==> src/sv/tobj_pkg.sv <==
// Package for the tagged object ALU: word layout constants, operation and
// status codes, pipeline stage types and the per-stage helper functions.
// No dependencies.
package tobj_pkg;

  localparam int WORD_W    = 15;
  localparam int NUM_BIAS  = 8092;
  localparam int NUM_MAX   = 24000;
  localparam int ATOM_END  = 256;
  localparam int LIST_LAST = 6998;
  localparam int SUM_W     = WORD_W + 2;
  localparam int PROD_W    = 2 * WORD_W;
  // one pipeline stage for the operand setup plus one per quotient bit
  localparam int NSTG      = WORD_W + 1;

  typedef logic [WORD_W-1:0] word_t;

  localparam word_t OBJ_NIL = word_t'(0);
  localparam word_t OBJ_T   = word_t'(2);

  typedef enum logic [3:0] {
    OP_ADD1, OP_SUB1, OP_NULL, OP_NUMBERP, OP_ATOM, OP_LISTP, OP_EQ, OP_PLUS,
    OP_DIFF, OP_TIMES, OP_QUOT, OP_REM, OP_LT, OP_GT, OP_LE, OP_GE
  } op_t;

  typedef enum logic [1:0] {
    ST_OK, ST_TYPE, ST_DIVZERO, ST_RANGE
  } status_t;

  // after decode: operands unbiased, early answers resolved
  typedef struct packed {
    op_t     op;
    logic    done;
    word_t   obj;
    status_t st;
    word_t   a;
    word_t   b;
  } dec_t;

  // arithmetic stage and divider steps
  typedef struct packed {
    op_t              op;
    logic             done;
    word_t            obj;
    status_t          st;
    logic [SUM_W-1:0] sum;
    logic [PROD_W-1:0] prod;
    logic             cmp;
    word_t            rem;
    word_t            quo;
    word_t            dend;
    word_t            dvs;
  } stage_t;

  typedef struct packed {
    word_t   obj;
    status_t st;
  } result_t;

  function automatic logic is_number(word_t w);
    return (w >= word_t'(NUM_BIAS)) && (w <= word_t'(NUM_BIAS + NUM_MAX));
  endfunction

  function automatic logic is_atom(word_t w);
    return w < word_t'(ATOM_END);
  endfunction

  function automatic logic is_list(word_t w);
    return (w >= word_t'(ATOM_END)) && (w <= word_t'(LIST_LAST + 1));
  endfunction

  function automatic word_t truth(logic b);
    return b ? OBJ_T : OBJ_NIL;
  endfunction

  // one restoring division step, dividend MSB shifted into the partial remainder
  function automatic stage_t div_step(stage_t s);
    stage_t        r;
    logic [WORD_W:0] trial;
    logic          take;
    r     = s;
    trial = {s.rem, s.dend[WORD_W-1]};
    take  = trial >= {1'b0, s.dvs};
    if (take) begin
      r.rem = word_t'(trial - {1'b0, s.dvs});
    end else begin
      r.rem = trial[WORD_W-1:0];
    end
    r.dend = {s.dend[WORD_W-2:0], 1'b0};
    r.quo  = {s.quo[WORD_W-2:0], take};
    return r;
  endfunction

endpackage

==> src/sv/tagged_object_alu.sv <==
// Tagged object ALU top level: decode, arithmetic, pipelined restoring
// divider and output register. Depends on tobj_pkg.
//
//   channel | ports                         | payload
//   --------+-------------------------------+------------------------------------
//   input   | in_tvalid in_tready in_tdata  | operation, first_object, second_obj
//   result  | out_tvalid out_tready out_tdata | result_object, status
//
// One transaction in per cycle while no stage is blocked, one result out per
// transaction. Stages: decode, arithmetic, 15 divider steps (one quotient bit each), output.
// The divider's bit-per-stage chain sets the depth. rst_n clears the valid bits
// only. Each stage holds while the one after it is full and blocked; empty
// stages fill in, so the input keeps taking transactions while a result waits.
module tagged_object_alu (
  input  logic        clk,
  input  logic        rst_n,
  input  logic        in_tvalid,
  output logic        in_tready,
  input  logic [39:0] in_tdata,   // [3:0] operation, [18:4] first_object,
                                  // [33:19] second_object, [39:34] zero
  output logic        out_tvalid,
  input  logic        out_tready,
  output logic [23:0] out_tdata   // [14:0] result_object, [16:15] status,
                                  // [23:17] zero
);
  import tobj_pkg::*;

  dec_t    dec_r, dec_nxt;
  logic    dec_vld_r;
  logic    dec_en;

  stage_t  stg_r [NSTG];
  stage_t  stg0_nxt;
  logic    [NSTG-1:0] stg_vld_r;
  logic    [NSTG-1:0] stg_en;

  result_t out_r, out_nxt;
  logic    out_vld_r;
  logic    out_en;

  // ready chain: a stage may load when empty or when its successor moves
  always_comb begin
    out_en           = !out_vld_r || out_tready;
    stg_en[NSTG-1]   = !stg_vld_r[NSTG-1] || out_en;
    for (int k = NSTG - 2; k >= 0; k--) begin
      stg_en[k] = !stg_vld_r[k] || stg_en[k+1];
    end
    dec_en = !dec_vld_r || stg_en[0];
  end

  assign in_tready = dec_en;

  // decode
  always_comb begin
    op_t   op;
    word_t x;
    word_t y;
    op  = op_t'(in_tdata[3:0]);
    x   = in_tdata[4 +: WORD_W];
    y   = in_tdata[4 + WORD_W +: WORD_W];
    dec_nxt.op   = op;
    dec_nxt.a    = x - word_t'(NUM_BIAS);
    dec_nxt.b    = y - word_t'(NUM_BIAS);
    dec_nxt.done = 1'b1;
    dec_nxt.obj  = OBJ_NIL;
    dec_nxt.st   = ST_OK;
    case (op)
      OP_NULL:    dec_nxt.obj = truth(x == OBJ_NIL);
      OP_NUMBERP: dec_nxt.obj = truth(is_number(x));
      OP_ATOM:    dec_nxt.obj = truth(is_atom(x) || is_number(x));
      OP_LISTP:   dec_nxt.obj = truth(is_list(x));
      OP_EQ:      dec_nxt.obj = truth(x == y);
      OP_ADD1, OP_SUB1: begin
        if (!is_number(x)) begin
          dec_nxt.st = ST_TYPE;
        end else begin
          dec_nxt.done = 1'b0;
        end
      end
      default: begin
        if (!is_number(x) || !is_number(y)) begin
          dec_nxt.st = ST_TYPE;
        end else if ((op == OP_QUOT || op == OP_REM) && y == word_t'(NUM_BIAS)) begin
          dec_nxt.st = ST_DIVZERO;
        end else begin
          dec_nxt.done = 1'b0;
        end
      end
    endcase
  end

  // arithmetic and divider setup
  always_comb begin
    logic [SUM_W-1:0] ea;
    logic [SUM_W-1:0] eb;
    ea = {2'b00, dec_r.a};
    eb = {2'b00, dec_r.b};
    stg0_nxt.op   = dec_r.op;
    stg0_nxt.done = dec_r.done;
    stg0_nxt.obj  = dec_r.obj;
    stg0_nxt.st   = dec_r.st;
    stg0_nxt.prod = {{WORD_W{1'b0}}, dec_r.a} * {{WORD_W{1'b0}}, dec_r.b};
    stg0_nxt.rem  = '0;
    stg0_nxt.quo  = '0;
    stg0_nxt.dend = dec_r.a;
    stg0_nxt.dvs  = dec_r.b;
    case (dec_r.op)
      OP_ADD1: stg0_nxt.sum = ea + SUM_W'(1);
      OP_SUB1: stg0_nxt.sum = ea - SUM_W'(1);
      OP_PLUS: stg0_nxt.sum = ea + eb;
      default: stg0_nxt.sum = ea - eb;
    endcase
    case (dec_r.op)
      OP_LT:   stg0_nxt.cmp = dec_r.a <  dec_r.b;
      OP_GT:   stg0_nxt.cmp = dec_r.a >  dec_r.b;
      OP_LE:   stg0_nxt.cmp = dec_r.a <= dec_r.b;
      default: stg0_nxt.cmp = dec_r.a >= dec_r.b;
    endcase
  end

  // final selection and range check
  always_comb begin
    stage_t s;
    word_t  val;
    logic   oor;
    s   = stg_r[NSTG-1];
    val = '0;
    oor = 1'b0;
    out_nxt.obj = OBJ_NIL;
    out_nxt.st  = ST_OK;
    case (s.op)
      OP_ADD1, OP_SUB1, OP_PLUS, OP_DIFF: begin
        oor = s.sum[SUM_W-1] || (s.sum > SUM_W'(NUM_MAX));
        val = s.sum[WORD_W-1:0];
      end
      OP_TIMES: begin
        oor = s.prod > PROD_W'(NUM_MAX);
        val = s.prod[WORD_W-1:0];
      end
      OP_QUOT: val = s.quo;
      OP_REM:  val = s.rem;
      default: val = '0;
    endcase
    if (s.done) begin
      out_nxt.obj = s.obj;
      out_nxt.st  = s.st;
    end else if (s.op == OP_LT || s.op == OP_GT || s.op == OP_LE || s.op == OP_GE) begin
      out_nxt.obj = truth(s.cmp);
    end else if (oor) begin
      out_nxt.st  = ST_RANGE;
    end else begin
      out_nxt.obj = val + word_t'(NUM_BIAS);
    end
  end

  // valid bits
  always_ff @(posedge clk) begin
    if (!rst_n) begin
      dec_vld_r <= 1'b0;
      stg_vld_r <= '0;
      out_vld_r <= 1'b0;
    end else begin
      if (dec_en) begin
        dec_vld_r <= in_tvalid;
      end
      if (stg_en[0]) begin
        stg_vld_r[0] <= dec_vld_r;
      end
      for (int k = 1; k < NSTG; k++) begin
        if (stg_en[k]) begin
          stg_vld_r[k] <= stg_vld_r[k-1];
        end
      end
      if (out_en) begin
        out_vld_r <= stg_vld_r[NSTG-1];
      end
    end
  end

  // payload
  always_ff @(posedge clk) begin
    if (dec_en) begin
      dec_r <= dec_nxt;
    end
    if (stg_en[0]) begin
      stg_r[0] <= stg0_nxt;
    end
    for (int k = 1; k < NSTG; k++) begin
      if (stg_en[k]) begin
        stg_r[k] <= div_step(stg_r[k-1]);
      end
    end
    if (out_en) begin
      out_r <= out_nxt;
    end
  end

  assign out_tvalid = out_vld_r;
  assign out_tdata  = {7'b0, out_r.st, out_r.obj};

endmodule

==> config.mk <==
export PLATFORM = sky130hd
export DESIGN_NAME = tagged_object_alu
export DESIGN_NICKNAME = d
export VERILOG_FILES = /design/src/sv/tobj_pkg.sv /design/src/sv/tagged_object_alu.sv
export SDC_FILE = /design/constraint.sdc
export NUM_CORES = 2
export LEC_CHECK = 0
export ABC_AREA = 1
export BUFFER_PORTS_ARGS = -buffer_cell sky130_fd_sc_hd__buf_2
export CORE_MARGIN = 5
export CORE_UTILIZATION = 50
export CTS_BUF_LIST = sky130_fd_sc_hd__clkbuf_8 sky130_fd_sc_hd__clkbuf_16
export CTS_CLUSTER_SIZE = 12
export DETAILED_ROUTE_END_ITERATION = 7
export PLACE_DENSITY = 0.67
export SLEW_MARGIN = 25
export SYNTH_ARGS = -nofsm -noshare
export SYNTH_HDL_FRONTEND = slang
export SYNTH_SLANG_ARGS = --single-unit
==> constraint.sdc <==
create_clock -name clk -period 10.7 [get_ports clk]
set_clock_uncertainty 0.2 [all_clocks]
set_input_delay 1.07 -clock clk [delete_from_list [all_inputs] [get_ports clk]]
set_output_delay 1.07 -clock clk [all_outputs]
set_load 0.01 [all_outputs]
; ---- Word level (Yosys, flattened, before mapping)
; Memories as Yosys holds them, arrays and structs flattened.
; Index checks and enable logic that the tools add are counted.
[classes]
addsub = 22
n_mul = 1
magnitude_cmp = 28
eq_ne = 25
n_mux = 86
n_reduce_logical = 56
[ops]
columns = operator, n
row1 = 15-bit 2-to-1 mux, 32
row2 = 16-bit by 15-bit >= comparator with 1-bit output, 15
row3 = 15-bit subtractor, 15
row4 = 15-bit one-hot mux with 4 select lines, 1
row5 = "4-bit equality test, second input constant", 13
row6 = 17-bit one-hot mux with 3 select lines, 1
row7 = 1-bit 2-to-1 mux, 36
row8 = "15-bit by 13-bit >= comparator with 1-bit output, second input constant", 2
row9 = "30-bit by 15-bit > comparator with 1-bit output, second input constant", 1
row10 = "15-bit <= comparator, second input constant", 2
row11 = 15-bit by 15-bit multiplier with 30-bit output, 1
row12 = "15-bit by 13-bit subtractor with 15-bit output, second input constant", 2
row13 = 1-bit logical OR, 25
row14 = "4-bit by 3-bit equality test with 1-bit output, second input constant", 5
row15 = 1-bit zero test, 20
row16 = 2-bit 2-to-1 mux, 10
row17 = "17-bit by 15-bit > comparator with 1-bit output, second input constant", 1
row18 = 17-bit 2-to-1 mux, 1
row19 = "15-bit by 1-bit adder with 16-bit output, second input constant", 1
row20 = 15-bit by 15-bit adder with 16-bit output, 1
row21 = "15-bit by 1-bit subtractor with 16-bit output, second input constant", 1
row22 = 15-bit by 15-bit subtractor with 16-bit output, 1
row23 = "15-bit by 13-bit adder with 15-bit output, second input constant", 1
row24 = "15-bit by 13-bit equality test with 1-bit output, second input constant", 1
row25 = other kinds (20), 29
[totals]
regBits = 87
mem_bits_rw = 2080
inputBits = 44
wordCells = 245
mem_count = 1
[mem_list]
columns = memory, depth, word_bits, rd, rd_ports_with_merged_regs, write_ports, line
row1 = stg_r, 16, 130, 16, 0, 16, tagged_object_alu.sv:32  ; stage_t stg_r [NSTG];

; ---- Longest topological paths before layout
[depth]
ltp_word = 20
mapped_depth = 29
mapped_depth_nobuf = 27

; ---- Worst setup path after synthesis
; Ideal clock, no wire load.
[synth_path]
kind = input -> register
start = input out_tready
end = memory stg_r[0][520] (netlist bit), enable pin
arrival_time_ns = 9.412
required_time_ns = 9.808
path_slack_ns = 0.396
path_stages = 10
n_path_buf = 0
path_cell_list = inv_2 > nand3_2 > nor2_4 > nand4_4 > nor2_4 > nand4_4 > nor2_4 > nand2_1 > nor2_1 > inv_1
[synth_lines]
columns = element, line
row1 = start: declaration, tagged_object_alu.sv:22  ; input logic out_tready,
row2 = end: declaration, tagged_object_alu.sv:32

==> impl_metrics.ini <==
[synth]
syn_area_per_cell_um2 = 13.3
netlist_instances = 5604
syn_area_um2 = 74300
yosys.area.top_type_share = 0.664
ys_seq_area_frac = 0.668
ys_ff_latch = 1659
synth.distinct_cells = 68
async_flop_share = 0
synth_area_leaders = edfxtp_1 66%, ha_1 6.0%, fa_1 4.9%
synth_largest_area_cell = edfxtp_1
yosysWarnings = 0
ys.flop_type = edfxtp_1
synth_edf_count = 1641

[finish]
diodes = 0
drive_above_1_share = 0.0819
final_cell_mix = 1641 x edfxtp_1, 868 x inv_1, 712 x nand2_1, 434 x a21oi_1, 386 x nor2_1
area_growth_pct = 10.4
final_common_cell = edfxtp_1
nets = 6360
stdcell_count = 7788

[critical_path]
cp_slowest_stage_delay_ps = 620
crit_fanout = 14
startpoint_type = flip-flop
path_cells = buf_4 -> nand2_1 -> inv_1 -> fa_1 -> inv_1 -> fa_1 -> inv_1 -> fa_1 -> fa_1 -> fa_1 -> inv_1 -> fa_1 -> inv_1 -> ha_1 -> nand2_1 -> o211ai_1 -> nand2_1 -> nand2_1 -> nor2_1 -> a21oi_1 -> nand2_1 -> nand3_1 -> nand2_1
end_kind = flip-flop
worst_ep_required_time_ps = 11010
arrival_ps = 6880
cp_top_family = adder cells
r2r_cells = 23
crit_buf_inv = 6
cp_num_cells = 23
critPathKind = flip-flop to flip-flop
crit_slowest_cell = edfxtp_1

[sta]
fin_crit_ps = 6580
finalHoldViolations = 0
fin_setup_tns_ps = 0
setup_ws_ps = 4120
worst_pin_slew_ps = 1010
drv_slew = 0
period_share = 0.615
fmaxAchievable_mhz = 152
setup_viol = 0
timing.slew.headroom = 0.327
rsz0062_at_grt = no

[power]
power_density_nw_per_um2 = 283
leakage_nw = 35.2
ir_drop_v = 0.000484
p_total_mw = 23.2

[clocking]
cts_resized = 0
clk_pin_slew_ps = 60
tritoncts = yes
clock-sinks = 1659
cts_hold_buf = 0
cts-buffers-inserted = 169
clk_latency_ps = 780
cts_root_buffer = clkbuf_16
cts_buffer_depth = 3
cts_setup_buffers = 0
h-tree-depth = 4

[routing]
ant_nets = 0
vias = 39500
drtIter0Drc = 2367
drc = 0
totalWireLength_um = 129000
wl_per_cell_um = 16.6
firstDrtPassIters = 5
viasPerCell = 5.07

[place]
post-dp-hpwl_um = 92700
portBuffers = 56
pre_cts_slack_ps = 4200
place_inst = 7533
gp_congestion = 0.910

[global_routing]
grtUsageMet1 = 0.210
met3_usage = 0.0261
gr-total-overflow = 0
grt_pass1_vias = 40300
grtUsageMet2 = 0.293
busiest_layer = met2
track_usage = 0.169
grt_max_degree = 75
grt_pass1_wl_um = 212000
antenna_found_initial = 1

[worst_hold_path]
min_path_cells = 0
hp-class = flip-flop to flip-flop

[die]
die_h_um = 395
die_area_um2 = 156000
core_um2 = 148000
io_pins = 70
placementRows = 141
die_w_um = 395
initial_utilization = 0.503

[job]
drv_cap = 0

[status]
status = complete, no violations
per-stage QoR:
step	util	hold slack (ps)	cell area, um2
2_1_floorplan	-	200	74300
3_3_place_gp	0.520	201	76700
3_5_place_dp	0.520	205	76700
4_1_cts	0.555	188	81900
5_1_grt	0.555	200	82000
6_report	0.555	193	82000
cell type report:
| class | instances | area [um2] |
|---|---|---|
| tap | 1930 | 2410 |
| fill | 11800 | 65700 |
| sequential | 1659 | 49600 |
| clock buffer | 175 | 4310 |
| clock inverter | 78 | 837 |
| multi-input combinational | 2979 | 20900 |
| timing repair buffer | 101 | 633 |
| inverter | 866 | 3260 |
metal layers:
| layer | wire length, um | vias to the layer above | part of all wire |
|---|---|---|---|
| li1 | - | 19600 | - |
| met1 | 53100 | 18800 | 0.41 |
| met5 | 0 | - | 0 |
| met3 | 4950 | 305 | 0.038 |
| met2 | 64900 | 775 | 0.50 |
| met4 | 5950 | 0 | 0.046 |
kinds of logic after synthesis:
family          Yosys count  synth area share
xor+xnor                229            0.0270
flops                  1659             0.668
compound gates          778            0.0607
fa+ha+maj               540             0.109
other cells               1         0.0000505
simple gates           1425            0.0823
buf+inv                 972            0.0520
report_power, final:
group,internal (mW),total [mW],switching (mW)
sequential,9.56,10.2,0.606
combinational,2.85,7.64,4.78
clock,3.08,5.42,2.34
registers in the layout, summed over array words and instances, names as in the netlist:
register / cells
stg_r: 1586
dec_r: 38
out_tdata: 17
stg_vld_r: 16
dec_vld_r: 1
out_tvalid: 1
synth_stat cells (all sizes together) (4+ instances only):
cell,number
a211oi,6
nor3b,4
nand3b,12
and2,4
nor2,396
o21bai,5
dfxtp,18
nor3,72
ha,357
a31oi,8
clkbuf,50
o21ai,185
and3,5
o31ai,19
a221oi,4
nor4,24
xnor2,106
fa,183
nand4,56
a21o,11
buf,56
o211ai,11
inv,864
o2111ai,4
xor2,123
edfxtp,1641
o21a,5
o41ai,4
or2,19
a21boi,18
nand3,102
a21oi,483
nand2,729
path summary, 6_finish.rpt:
kind,startpoint,end,slack (ps)
hold / removal,stg_r[0][200],stg_r[0][330],190
hold reg to reg,stg_r[0][200],stg_r[0][330],190
setup / recovery,dec_r[22],stg_r[0][86],4120
setup reg to reg,dec_r[22],stg_r[0][86],4120
Power figures use the tool's default switching activity.
